$ cat src/rtl/tlba_pkg.sv
// ----------------------------------------------------------------------------
// tlba_pkg
// shared constants, types and helpers of the two-level bitmap slot allocator
// ----------------------------------------------------------------------------
package tlba_pkg;

  localparam int PAGE_COUNT     = 32;
  localparam int SLOTS_PER_PAGE = 8;
  localparam int USABLE_PAGES   = (PAGE_COUNT < 32) ? PAGE_COUNT : 32;
  localparam int GROUPS         = (USABLE_PAGES + 7) / 8;
  localparam int SUM_BITS       = GROUPS * 8;
  localparam int PAGE_W         = $clog2(SUM_BITS);
  localparam int GRP_W          = (GROUPS > 1) ? $clog2(GROUPS) : 1;

  localparam logic FUNC_ALLOC = 1'b0;
  localparam logic FUNC_FREE  = 1'b1;

  localparam logic [1:0] STATUS_DONE    = 2'd0;
  localparam logic [1:0] STATUS_NO_SLOT = 2'd1;
  localparam logic [1:0] STATUS_RANGE   = 2'd2;

  typedef enum logic [1:0] {
    OP_ALLOC = 2'd0,
    OP_FREE  = 2'd1,
    OP_RANGE = 2'd2
  } op_t;

  typedef struct packed {
    op_t        op;
    logic [7:0] slot;
  } req_t;

  // pages past the usable range read as full
  function automatic logic [SUM_BITS-1:0] sum_pad();
    logic [SUM_BITS-1:0] pad;
    for (int i = 0; i < SUM_BITS; i++) begin
      pad[i] = (i >= USABLE_PAGES);
    end
    return pad;
  endfunction

  // lowest clear bit of a byte
  function automatic logic [2:0] first_zero(input logic [7:0] b);
    logic [2:0] idx;
    idx = 3'd0;
    for (int i = 7; i >= 0; i--) begin
      if (!b[i]) begin
        idx = 3'(i);
      end
    end
    return idx;
  endfunction

endpackage

$ cat src/rtl/tlba_if.sv
// ----------------------------------------------------------------------------
// tlba_if
// request and result channels of the slot allocator
// ----------------------------------------------------------------------------
interface tlba_in_if;
  logic       valid;
  logic       ready;
  logic       func;
  logic [7:0] free_slot;

  modport source (output valid, func, free_slot, input ready);
  modport sink   (input valid, func, free_slot, output ready);
endinterface

interface tlba_out_if;
  logic       valid;
  logic       ready;
  logic [7:0] slot;
  logic [1:0] status;

  modport source (output valid, slot, status, input ready);
  modport sink   (input valid, slot, status, output ready);
endinterface

$ cat src/rtl/two_level_bitmap_slot_allocator_unit.sv
// ----------------------------------------------------------------------------
// two_level_bitmap_slot_allocator_unit
// first-fit slot allocator over 32 pages of 8 slots with a page-full summary
//
//   channel   dir  payload                 meaning
//   in_chan   in   func, free_slot         allocate, or free a slot
//   out_chan  out  slot, status            slot index and completion code
//
// free and out-of-range requests are answered from the queue pop, via the result register;
// allocate leaves the queue, scans the summary one 8-page group per step (ST_SCAN) and
// then updates the occupancy row (ST_ROW); a failed allocate answers after the last group
// reset (synchronous, rst_n low) clears both maps and the request queue
// a two-entry queue keeps taking requests while a result waits on out_chan
// ----------------------------------------------------------------------------
module two_level_bitmap_slot_allocator_unit (
  input  logic       clk,
  input  logic       rst_n,
  tlba_in_if.sink    in_chan,
  tlba_out_if.source out_chan
);
  import tlba_pkg::*;

  logic q_valid;
  logic q_pop;
  req_t q_item;

  tlba_front u_front (
    .clk     (clk),
    .rst_n   (rst_n),
    .in_chan (in_chan),
    .q_valid (q_valid),
    .q_item  (q_item),
    .q_pop   (q_pop)
  );

  tlba_back u_back (
    .clk      (clk),
    .rst_n    (rst_n),
    .q_valid  (q_valid),
    .q_item   (q_item),
    .q_pop    (q_pop),
    .out_chan (out_chan)
  );

  a_pop_needs_item: assert property (@(posedge clk) disable iff (!rst_n)
    q_pop |-> q_valid)
    else $error("queue popped while empty");

  a_no_slot_zero: assert property (@(posedge clk) disable iff (!rst_n)
    (out_chan.valid && out_chan.status == STATUS_NO_SLOT) |-> out_chan.slot == 8'd0)
    else $error("no-slot result carries a nonzero slot");

  a_status_code: assert property (@(posedge clk) disable iff (!rst_n)
    out_chan.valid |-> (out_chan.status == STATUS_DONE ||
                        out_chan.status == STATUS_NO_SLOT ||
                        out_chan.status == STATUS_RANGE))
    else $error("undefined status code");

  a_pop_when_out_free: assert property (@(posedge clk) disable iff (!rst_n)
    q_pop |-> !out_chan.valid)
    else $error("request started while a result is pending");

endmodule

$ cat src/rtl/tlba_front.sv
// ----------------------------------------------------------------------------
// tlba_front
// request intake: classifies each request and queues it in a two-entry fifo
// ----------------------------------------------------------------------------
module tlba_front (
  input  logic          clk,
  input  logic          rst_n,
  tlba_in_if.sink       in_chan,
  output logic          q_valid,
  output tlba_pkg::req_t q_item,
  input  logic          q_pop
);
  import tlba_pkg::*;

  req_t       ent_r [2];
  logic       wp_r, wp_nxt;
  logic       rp_r, rp_nxt;
  logic [1:0] cnt_r, cnt_nxt;
  logic       push;
  req_t       cls;

  always_comb begin
    cls.slot = in_chan.free_slot;
    if (in_chan.func == FUNC_ALLOC) begin
      cls.op = OP_ALLOC;
    end else if (int'(in_chan.free_slot[7:3]) < USABLE_PAGES) begin
      cls.op = OP_FREE;
    end else begin
      cls.op = OP_RANGE;
    end
  end

  assign in_chan.ready = (cnt_r != 2'd2);
  assign push          = in_chan.valid && in_chan.ready;
  assign q_valid       = (cnt_r != 2'd0);
  assign q_item        = ent_r[rp_r];

  always_comb begin
    wp_nxt  = push ? ~wp_r : wp_r;
    rp_nxt  = q_pop ? ~rp_r : rp_r;
    cnt_nxt = cnt_r + 2'(push) - 2'(q_pop);
  end

  always_ff @(posedge clk) begin
    if (!rst_n) begin
      wp_r  <= 1'b0;
      rp_r  <= 1'b0;
      cnt_r <= 2'd0;
    end else begin
      wp_r  <= wp_nxt;
      rp_r  <= rp_nxt;
      cnt_r <= cnt_nxt;
    end
  end

  always_ff @(posedge clk) begin
    if (push) begin
      ent_r[wp_r] <= cls;
    end
  end

endmodule

$ cat src/rtl/tlba_back.sv
// ----------------------------------------------------------------------------
// tlba_back
// executes queued requests on the summary and occupancy maps
// ----------------------------------------------------------------------------
module tlba_back (
  input  logic           clk,
  input  logic           rst_n,
  input  logic           q_valid,
  input  tlba_pkg::req_t q_item,
  output logic           q_pop,
  tlba_out_if.source     out_chan
);
  import tlba_pkg::*;

  localparam logic [1:0] ST_IDLE = 2'd0;
  localparam logic [1:0] ST_SCAN = 2'd1;
  localparam logic [1:0] ST_ROW  = 2'd2;

  logic [1:0]          state_r, state_nxt;
  logic [GRP_W-1:0]    grp_r, grp_nxt;
  logic [PAGE_W-1:0]   page_r, page_nxt;
  logic [SUM_BITS-1:0] sum_r, sum_nxt;
  logic [7:0]          map_r [SUM_BITS];
  logic                out_valid_r, out_valid_nxt;
  logic [7:0]          out_slot_r, out_slot_nxt;
  logic [1:0]          out_status_r, out_status_nxt;

  logic                map_we;
  logic [PAGE_W-1:0]   rd_page;
  logic [7:0]          row;
  logic [7:0]          map_wd;
  logic [PAGE_W-1:0]   fpage;
  logic [7:0]          grp_bits;
  logic [2:0]          off;

  assign fpage    = PAGE_W'(q_item.slot[7:3]);
  assign rd_page  = (state_r == ST_IDLE) ? fpage : page_r;
  assign row      = map_r[rd_page];
  assign grp_bits = sum_r[grp_r*8 +: 8];
  assign q_pop    = (state_r == ST_IDLE) && q_valid && !out_valid_r;

  always_comb begin
    state_nxt      = state_r;
    grp_nxt        = grp_r;
    page_nxt       = page_r;
    sum_nxt        = sum_r;
    out_valid_nxt  = out_valid_r && !out_chan.ready;
    out_slot_nxt   = out_slot_r;
    out_status_nxt = out_status_r;
    map_we         = 1'b0;
    map_wd         = row;
    off            = first_zero(row);
    unique case (state_r)
      ST_IDLE: begin
        if (q_pop) begin
          unique case (q_item.op)
            OP_FREE: begin
              map_we         = 1'b1;
              map_wd         = row & ~(8'b1 << q_item.slot[2:0]);
              sum_nxt[fpage] = 1'b0;
              out_valid_nxt  = 1'b1;
              out_slot_nxt   = q_item.slot;
              out_status_nxt = STATUS_DONE;
            end
            OP_RANGE: begin
              out_valid_nxt  = 1'b1;
              out_slot_nxt   = q_item.slot;
              out_status_nxt = STATUS_RANGE;
            end
            default: begin
              grp_nxt   = '0;
              state_nxt = ST_SCAN;
            end
          endcase
        end
      end
      ST_SCAN: begin
        if (grp_bits != 8'hFF) begin
          page_nxt  = PAGE_W'({grp_r, first_zero(grp_bits)});
          state_nxt = ST_ROW;
        end else if (int'(grp_r) == GROUPS - 1) begin
          out_valid_nxt  = 1'b1;
          out_slot_nxt   = 8'd0;
          out_status_nxt = STATUS_NO_SLOT;
          state_nxt      = ST_IDLE;
        end else begin
          grp_nxt = grp_r + GRP_W'(1);
        end
      end
      ST_ROW: begin
        map_we = 1'b1;
        map_wd = row | (8'b1 << off);
        if ((row | (8'b1 << off)) == 8'hFF) begin
          sum_nxt[page_r] = 1'b1;
        end
        out_valid_nxt  = 1'b1;
        out_slot_nxt   = 8'({page_r, off});
        out_status_nxt = STATUS_DONE;
        state_nxt      = ST_IDLE;
      end
      default: begin
        state_nxt = ST_IDLE;
      end
    endcase
  end

  always_ff @(posedge clk) begin
    if (!rst_n) begin
      state_r     <= ST_IDLE;
      grp_r       <= '0;
      page_r      <= '0;
      sum_r       <= sum_pad();
      out_valid_r <= 1'b0;
      for (int i = 0; i < SUM_BITS; i++) begin
        map_r[i] <= 8'd0;
      end
    end else begin
      state_r     <= state_nxt;
      grp_r       <= grp_nxt;
      page_r      <= page_nxt;
      sum_r       <= sum_nxt;
      out_valid_r <= out_valid_nxt;
      if (map_we) begin
        map_r[rd_page] <= map_wd;
      end
    end
  end

  always_ff @(posedge clk) begin
    out_slot_r   <= out_slot_nxt;
    out_status_r <= out_status_nxt;
  end

  assign out_chan.valid  = out_valid_r;
  assign out_chan.slot   = out_slot_r;
  assign out_chan.status = out_status_r;

endmodule
$ cat src/flat_wrapper.sv
// flat-port wrapper written by rule: the top's interface ports become plain ports
module two_level_bitmap_slot_allocator_unit_flat import tlba_pkg::*;
  (clk, rst_n, in_chan_valid, in_chan_func, in_chan_free_slot, in_chan_ready, out_chan_valid, out_chan_slot, out_chan_status, out_chan_ready);
  tlba_in_if in_chan_i ();
  tlba_out_if out_chan_i ();
  input  logic clk;
  input  logic rst_n;
  input wire logic [$bits(in_chan_i.valid)-1:0] in_chan_valid;
  input wire logic [$bits(in_chan_i.func)-1:0] in_chan_func;
  input wire logic [$bits(in_chan_i.free_slot)-1:0] in_chan_free_slot;
  output wire logic [$bits(in_chan_i.ready)-1:0] in_chan_ready;
  output wire logic [$bits(out_chan_i.valid)-1:0] out_chan_valid;
  output wire logic [$bits(out_chan_i.slot)-1:0] out_chan_slot;
  output wire logic [$bits(out_chan_i.status)-1:0] out_chan_status;
  input wire logic [$bits(out_chan_i.ready)-1:0] out_chan_ready;
  assign in_chan_i.valid = in_chan_valid;
  assign in_chan_i.func = in_chan_func;
  assign in_chan_i.free_slot = in_chan_free_slot;
  assign in_chan_ready = in_chan_i.ready;
  assign out_chan_valid = out_chan_i.valid;
  assign out_chan_slot = out_chan_i.slot;
  assign out_chan_status = out_chan_i.status;
  assign out_chan_i.ready = out_chan_ready;
  two_level_bitmap_slot_allocator_unit u_core (.clk(clk), .rst_n(rst_n), .in_chan(in_chan_i), .out_chan(out_chan_i));
endmodule
$ cat config.mk
export PLATFORM = sky130hd
export DESIGN_NAME = two_level_bitmap_slot_allocator_unit_flat
export DESIGN_NICKNAME = d
export VERILOG_FILES = /design/src/rtl/tlba_pkg.sv /design/src/rtl/tlba_if.sv /design/src/rtl/two_level_bitmap_slot_allocator_unit.sv /design/src/rtl/tlba_front.sv /design/src/rtl/tlba_back.sv /design/src/flat_wrapper.sv
export SDC_FILE = /design/constraint.sdc
export NUM_CORES = 1
export LEC_CHECK = 0
export BUFFER_PORTS_ARGS = -buffer_cell sky130_fd_sc_hd__buf_2
export CAP_MARGIN = 20
export CORE_UTILIZATION = 63
export DETAILED_ROUTE_END_ITERATION = 8
export PLACE_DENSITY = 0.8
export SLEW_MARGIN = 20
export SYNTH_ARGS = -nofsm -noshare
export SYNTH_HDL_FRONTEND = slang
export SYNTH_HIERARCHICAL = 1
export SYNTH_SLANG_ARGS = --single-unit
$ cat constraint.sdc
create_clock -name clk -period 5.3 [get_ports clk]
set_clock_uncertainty 0.05 [all_clocks]
set_input_delay 0.265 -clock clk [delete_from_list [all_inputs] [get_ports clk]]
set_output_delay 0.265 -clock clk [all_outputs]
set_load 0.01 [all_outputs]
* After elaboration in Yosys (flattened, before gate mapping)
Memory sizes are Yosys's and may differ from the RTL's. A register that Yosys moved wholly into a read port is not among the register bits. Index checks and enable logic that the tools add are counted. Widths: inputs -> output; s select.
Word-level totals: memory bits (read-only) 0, register bits after elaboration 56, bits in writable memories 274, input port bits 13, output and inout bits 12, word-level logic and storage cells 137, memories 2, bits in latches 0
Memories:
- u_core.u_back.map_r | words 32, bits a word 8, read ports 1, clocked after Yosys merged registers in 0, write ports 32, RTL line tlba_back.sv:23 | logic [7:0] map_r [SUM_BITS];
- u_core.u_front.ent_r | words 2, bits a word 9, read ports 1, clocked after Yosys merged registers in 1, write ports 1, RTL line tlba_front.sv:15 | req_t ent_r [2];
Operators by class: multiply operators 0, magnitude comparators 4, add/subtract/negate cells 3, muxes and demuxes 68, shifts and indexed selects 3, div/mod/pow operators 0, reduce and logical (&&, ||, !) cells 21, equal/unequal tests 18, bitwise logic cells 8
Operators with widths (number):
- $mux 32 | 3
- $pmux 32 s2 | 1
- $mux 8 | 7
- $mux 3 | 16
- $and 32x32->32 | 1
- $not 32->32 | 1
- $or 32x32->32 | 1
- $shiftx 32x6->8 | 1
- $pmux 8 s3 | 1
- $mux 2 | 11
- $mux 1 | 18
- $pmux 8 s2 | 1
- $shl 1x3->8 const A | 2
- $reduce_and 5->1 | 3
- $ne 2x2->1 const B | 7
- $lt 5x6->1 const B | 2
- $pmux 2 s2 | 3
- $demux 1 s5 | 2
- $ge 5x1->1 const B | 2
- $mux 5 | 2
- $and 8x8->8 | 1
- $eq 8x8->1 const B | 1
- $ne 8x8->1 const B | 1
- $not 8->8 | 1
- 23 further kinds | 36

* Depth between registers and ports, before layout
An unclocked memory read counts as a cell.
word-level depth 16, gate-level depth with buffers 18, mapped depth without buffers 12

* Cells and area by module
Netlist, hierarchy kept.
Modules (own cells, without submodules):
- tlba_back | seq. area each 8828.5 sq um, cells an instance 1360, area an instance 14677.8 sq um, times used 1
- tlba_front | seq. area each 640.6 sq um, cells an instance 58, area an instance 924.6 sq um, times used 1

* Least setup slack after synthesis
OpenSTA, ideal clock, no wires.
path type reg2reg, from register with a tool-made name, to memory u_core.u_back.map_r[22][7], data pin, setup time 265 ps, cell stages (with the launch flop) 16, buffers on the path 4, period minus slack after synthesis 3891 ps, arrival time 3576 ps, required time 4985 ps, setup slack 1409 ps, cells stage by stage dfxtp_1 buf_2 mux2_2 buf_2 mux2i_4 buf_6 mux2_2 a32o_1 a221oi_1 nand3_1 nand2_1 nor2_1 a41o_1 a22oi_1 clkbuf_1 nor2_1
RTL lines (RTL line):
- end, declared | tlba_back.sv:23

* Worst setup path after layout
from register u_core.u_back.state_r[1], to register u_core.u_back.sum_r[13]
Between the ends: cells in the longest elaborated chain, start to end 16, elaborated cells between the ends (all ways) 23, those cells by class eq/ne: 5; shift: 1; mux: 10; bitwise: 1; reduce/logical: 5; memory: 1
Ends and longest elaborated chain:
- start, declared | RTL line tlba_back.sv:19 | logic [1:0] state_r, state_nxt;
- start signal, assigned | RTL line tlba_back.sv:118 | state_r <= state_nxt;
- $logic_not 2->1 | RTL line tlba_back.sv:37, tlba_back.sv:40, tlba_back.sv:53
- $mux 5 | RTL line tlba_back.sv:37 | assign rd_page = (state_r == ST_IDLE) ? fpage : page_r;
- $mem_v2 32x8
- $mux 3 (8 in series) | RTL line tlba_pkg.sv:47 | if (!b[i]) begin
- $shl 1x3->8 | RTL line tlba_back.sv:93 | if ((row | (8'b1 << off)) == 8'hFF) begin
- $or 8x8->8 | RTL line tlba_back.sv:93
- $eq 8x8->1 | RTL line tlba_back.sv:93
- $ne 2x2->1 (no line)
- $reduce_and 4->1 (no line)
- end signal, assigned | RTL line tlba_back.sv:112 | sum_r <= sum_pad();
- end signal, assigned | RTL line tlba_back.sv:121 | sum_r <= sum_nxt;
- end, declared | RTL line tlba_back.sv:22 | logic [SUM_BITS-1:0] sum_r, sum_nxt;
Parallel ways exist; a longest one is shown, timed or not. A chain may end at the register's enable or synchronous reset.

==> impl_results.md <==
* Outcome: completed
* Dominant cells by area after synthesis: edfxtp_1 (55%), nor2_1 (7.1%), dfxtp_1 (6.0%)
* Layout cells sized above 1 at 0.1228
* Worst vdd ir at 0.6958 mV
* Grt ovf at 0
* Synth top area share at 0.5466
* Nets@finish at 1457
* Area post-placement at 16070 µm²
* Antenna cells at 0
* Vias in the first global route at 11584
* Power Dens Cells at 594.3 nW/µm²
* Power Total at 0.01021 W
* First-pass GRT wire length at 67.90 mm
* Setup Crit Path Kind: flop to flop
* Placed Cells incl. Taps at 1714
* Worst Max-Slew Pin Slew at 1.028 ns
* Syn Area/Cell at 11.00 µm²
* Worst Path Arrival at 5.41 ns
* Final Cell Area at 17180 µm²
* Mapped Area at 15600 µm²
* CTS clk-pin slew, worst paths at 0.06 ns
* Initial Utilization at 0.6416
* Post-route DRC at 0
* Synthesized instance count at 1418
* Die Y at 159.4 µm
* CTS Buf Count at 34
* Die Area at 25400 µm²
* RSZ-0062 raised after global routing: false
* Routed Antenna Nets at 0
* Boundary Pins at 25
* Setup TNS at 0 ns
* Seq/Total Area, Yosys at 0.6069
* GRT Util Overall at 0.3542
* Largest net degree at the start of global routing at 76
* GP Congestion at 1.066
* Width of the die at 159.4 µm
* Clk_lat worst skew at 0.51 ns
* Drt wl/cell at 25.20 µm
* Vias at 12068
* Cell variety after synth at 76
* Yosys warns at 6
* Pleak at 6.141 nW
* Initial antenna violation count at 0
* Number of vias per cell at 6.772
* Max-Cap Viols at 0
* Setup violators final at 0
* Synth Flop Type: edfxtp_1
* DRT Pass-1 Iters at 6
* Async SR Flop Fraction at 0
* Slew headroom at 0.3150
* Max FO, Critical Path at 18
* CTS Sinks at 331
* Yosys reg bits at 331
* Period utilization at 0.9459
* Fin. Hold Viols at 0
* Core ar. at 24320 µm²
* Rows at 57
* Filler cell count at 1699
* Hold crit path type: input port to flop
* Fmax at 199.5 MHz
* CTS Buffer Depth at 3
* Min cycle time layout at 5.013 ns
* Area Overhead vs Synth at 10.12%
* # port buffers at 24
* Critical path launch point type: flop
* Setup crit end kind: flop
* Worst path required time at 5.70 ns
* H-tree depth at 2
* Post-synth EDFFs at 284
* Syn nets at 1440
* CTS tree: yes
* DRT iter0 DRCs at 1918
* Root Buffer: clkbuf_16
* Largest area contributor in the netlist: edfxtp_1
* Post-route insts no fill at 1782
* Post-detail-place hpwl at 30.01 mm
* Final slew viol count at 0
* Routed Wire Length at 44.90 mm
[metal layers]
metal	GRT usage	vias up	share of wire
li1	-	5172	-
met1	0.4693	5799	0.37
met2	0.5668	904	0.47
met3	0.05653	193	0.11
met4	0.1901	0	0.057
met5	0	-	0
[area by class of cell]
cell class / count / area [µm²] / area share
sequential: 331 / 9469 / 0.5511
tap: 324 / 405.4 / 0.02359
inverter: 24 / 90.09 / 0.005243
timing repair buffer: 68 / 548.0 / 0.03190
clock buffer: 46 / 927.1 / 0.05396
clock inverter: 13 / 91.34 / 0.005316
multi-input combinational: 976 / 5650 / 0.3289
[worst paths after layout]
check	endpoint	cells after the start	slack [ns]	start
max	u_core/u_back/sum_r[13]	13	0.29	u_core/u_back/state_r[1]
min	u_core/u_back/out_chan.valid	3	0.06	out_chan_ready
max reg2reg	u_core/u_back/sum_r[13]	13	0.29	u_core/u_back/state_r[1]
min reg2reg	u_core/u_back/sum_r[8]	2	0.41	u_core/u_back/sum_r[8]
[layout by cell type (no fill, tap or decap), drive strengths merged, types with 4 or more instances in the layout]
master / Yosys / routed
nor4: 4 / 4
nand3: 46 / 46
clkbuf: 51 / 46
o22ai: 12 / 12
nand3b: 8 / 8
buf: 36 / 59
inv: 23 / 25
a22oi: 8 / 8
a32oi: 15 / 15
a21oi: 41 / 41
mux2i: 54 / 54
o32ai: 5 / 5
and2: 7 / 7
clkinv: 1 / 11
nand2: 244 / 244
a31o: 6 / 6
o31ai: 5 / 5
a32o: 16 / 16
nand2b: 4 / 4
a211oi: 7 / 7
o221a: 4 / 4
dlygate4sd3: 0 / 9
nor2: 295 / 295
o2111ai: 4 / 4
o21ai: 34 / 34
mux4: 17 / 17
a21o: 5 / 5
a31oi: 7 / 7
ha: 9 / 9
dfxtp: 47 / 47
nor3: 16 / 16
and3: 7 / 7
edfxtp: 284 / 284
nand4: 34 / 34
mux2: 20 / 20
[logic make-up after synthesis]
logic type                 count (synthesis)  share of synthesized area
xor gates and xnor gates                   2                   0.001123
muxes                                     91                    0.07538
other                                      1                  0.0002403
adders and majority gates                  9                   0.007217
AOI/OAI and AO/OA                        189                    0.08669
and+or+nand+nor                          684                     0.1873
buffers and inverters                    111                    0.03512
DFF                                      331                     0.6069
[where the power goes]
part	total, W	switching [W]	internal [W]	leakage (nW)
clock	0.00223	0.000957	0.00128	0.501
combinational	0.00488	0.00351	0.00137	2.36
sequential	0.00310	0.0000814	0.00301	3.28
total	0.0102	0.00455	0.00566	6.14
[synth_stat cells, drive strengths merged (8+ instances only)]
library cell	n
mux2	20
nand4	34
buf	36
nand3	46
o22ai	12
nor2	295
a32oi	15
mux2i	54
nand2	244
nand3b	8
dfxtp	47
nor3	16
o21ai	34
a32o	16
clkbuf	51
inv	23
edfxtp	284
a22oi	8
mux4	17
ha	9
a21oi	41
[timing repair]
action,CTS,global route
endpoints found under the hold margin,18,0
hold buffers,9,0
gates resized for setup,0,0
setup buffers,0,0
[critical path, cell delays in order (launching register included)]
cell,delay [ns]
dfxtp_1,0.34
inv_1,0.11
ha_1,0.56
mux2i_2,0.65
buf_4,0.30
nor2_1,0.16
a32oi_1,0.29
nand4_1,0.19
nor4b_4,0.42
nand3_2,0.18
o41ai_2,0.36
nand4_1,0.47
nor3_1,0.65
a32o_1,0.21
[state kept, by name, indices dropped and copies added (netlist names), 2 cells and up, named ones only]
name,count
u_core/u_back/grp_r,2
u_core/u_back/map_r,256
u_core/u_back/out_chan.slot,8
u_core/u_back/out_chan.status,2
u_core/u_back/page_r,5
u_core/u_back/state_r,2
u_core/u_back/sum_r,32
u_core/u_front/cnt_r,2
u_core/u_front/ent_r,18
[through the flow]
stage	setup WS, ns	hold slack [ns]	util
global route	0.06319	0.08005	0.7065
floorplan	1.409	0.3139	-
detailed placement	0.4900	0.4018	0.6607
global placement	0.5899	0.3950	0.6607
CTS	0.4405	0.04471	0.7063
finish	0.2866	0.05933	0.7065
Power figures use the tool's default switching activity.
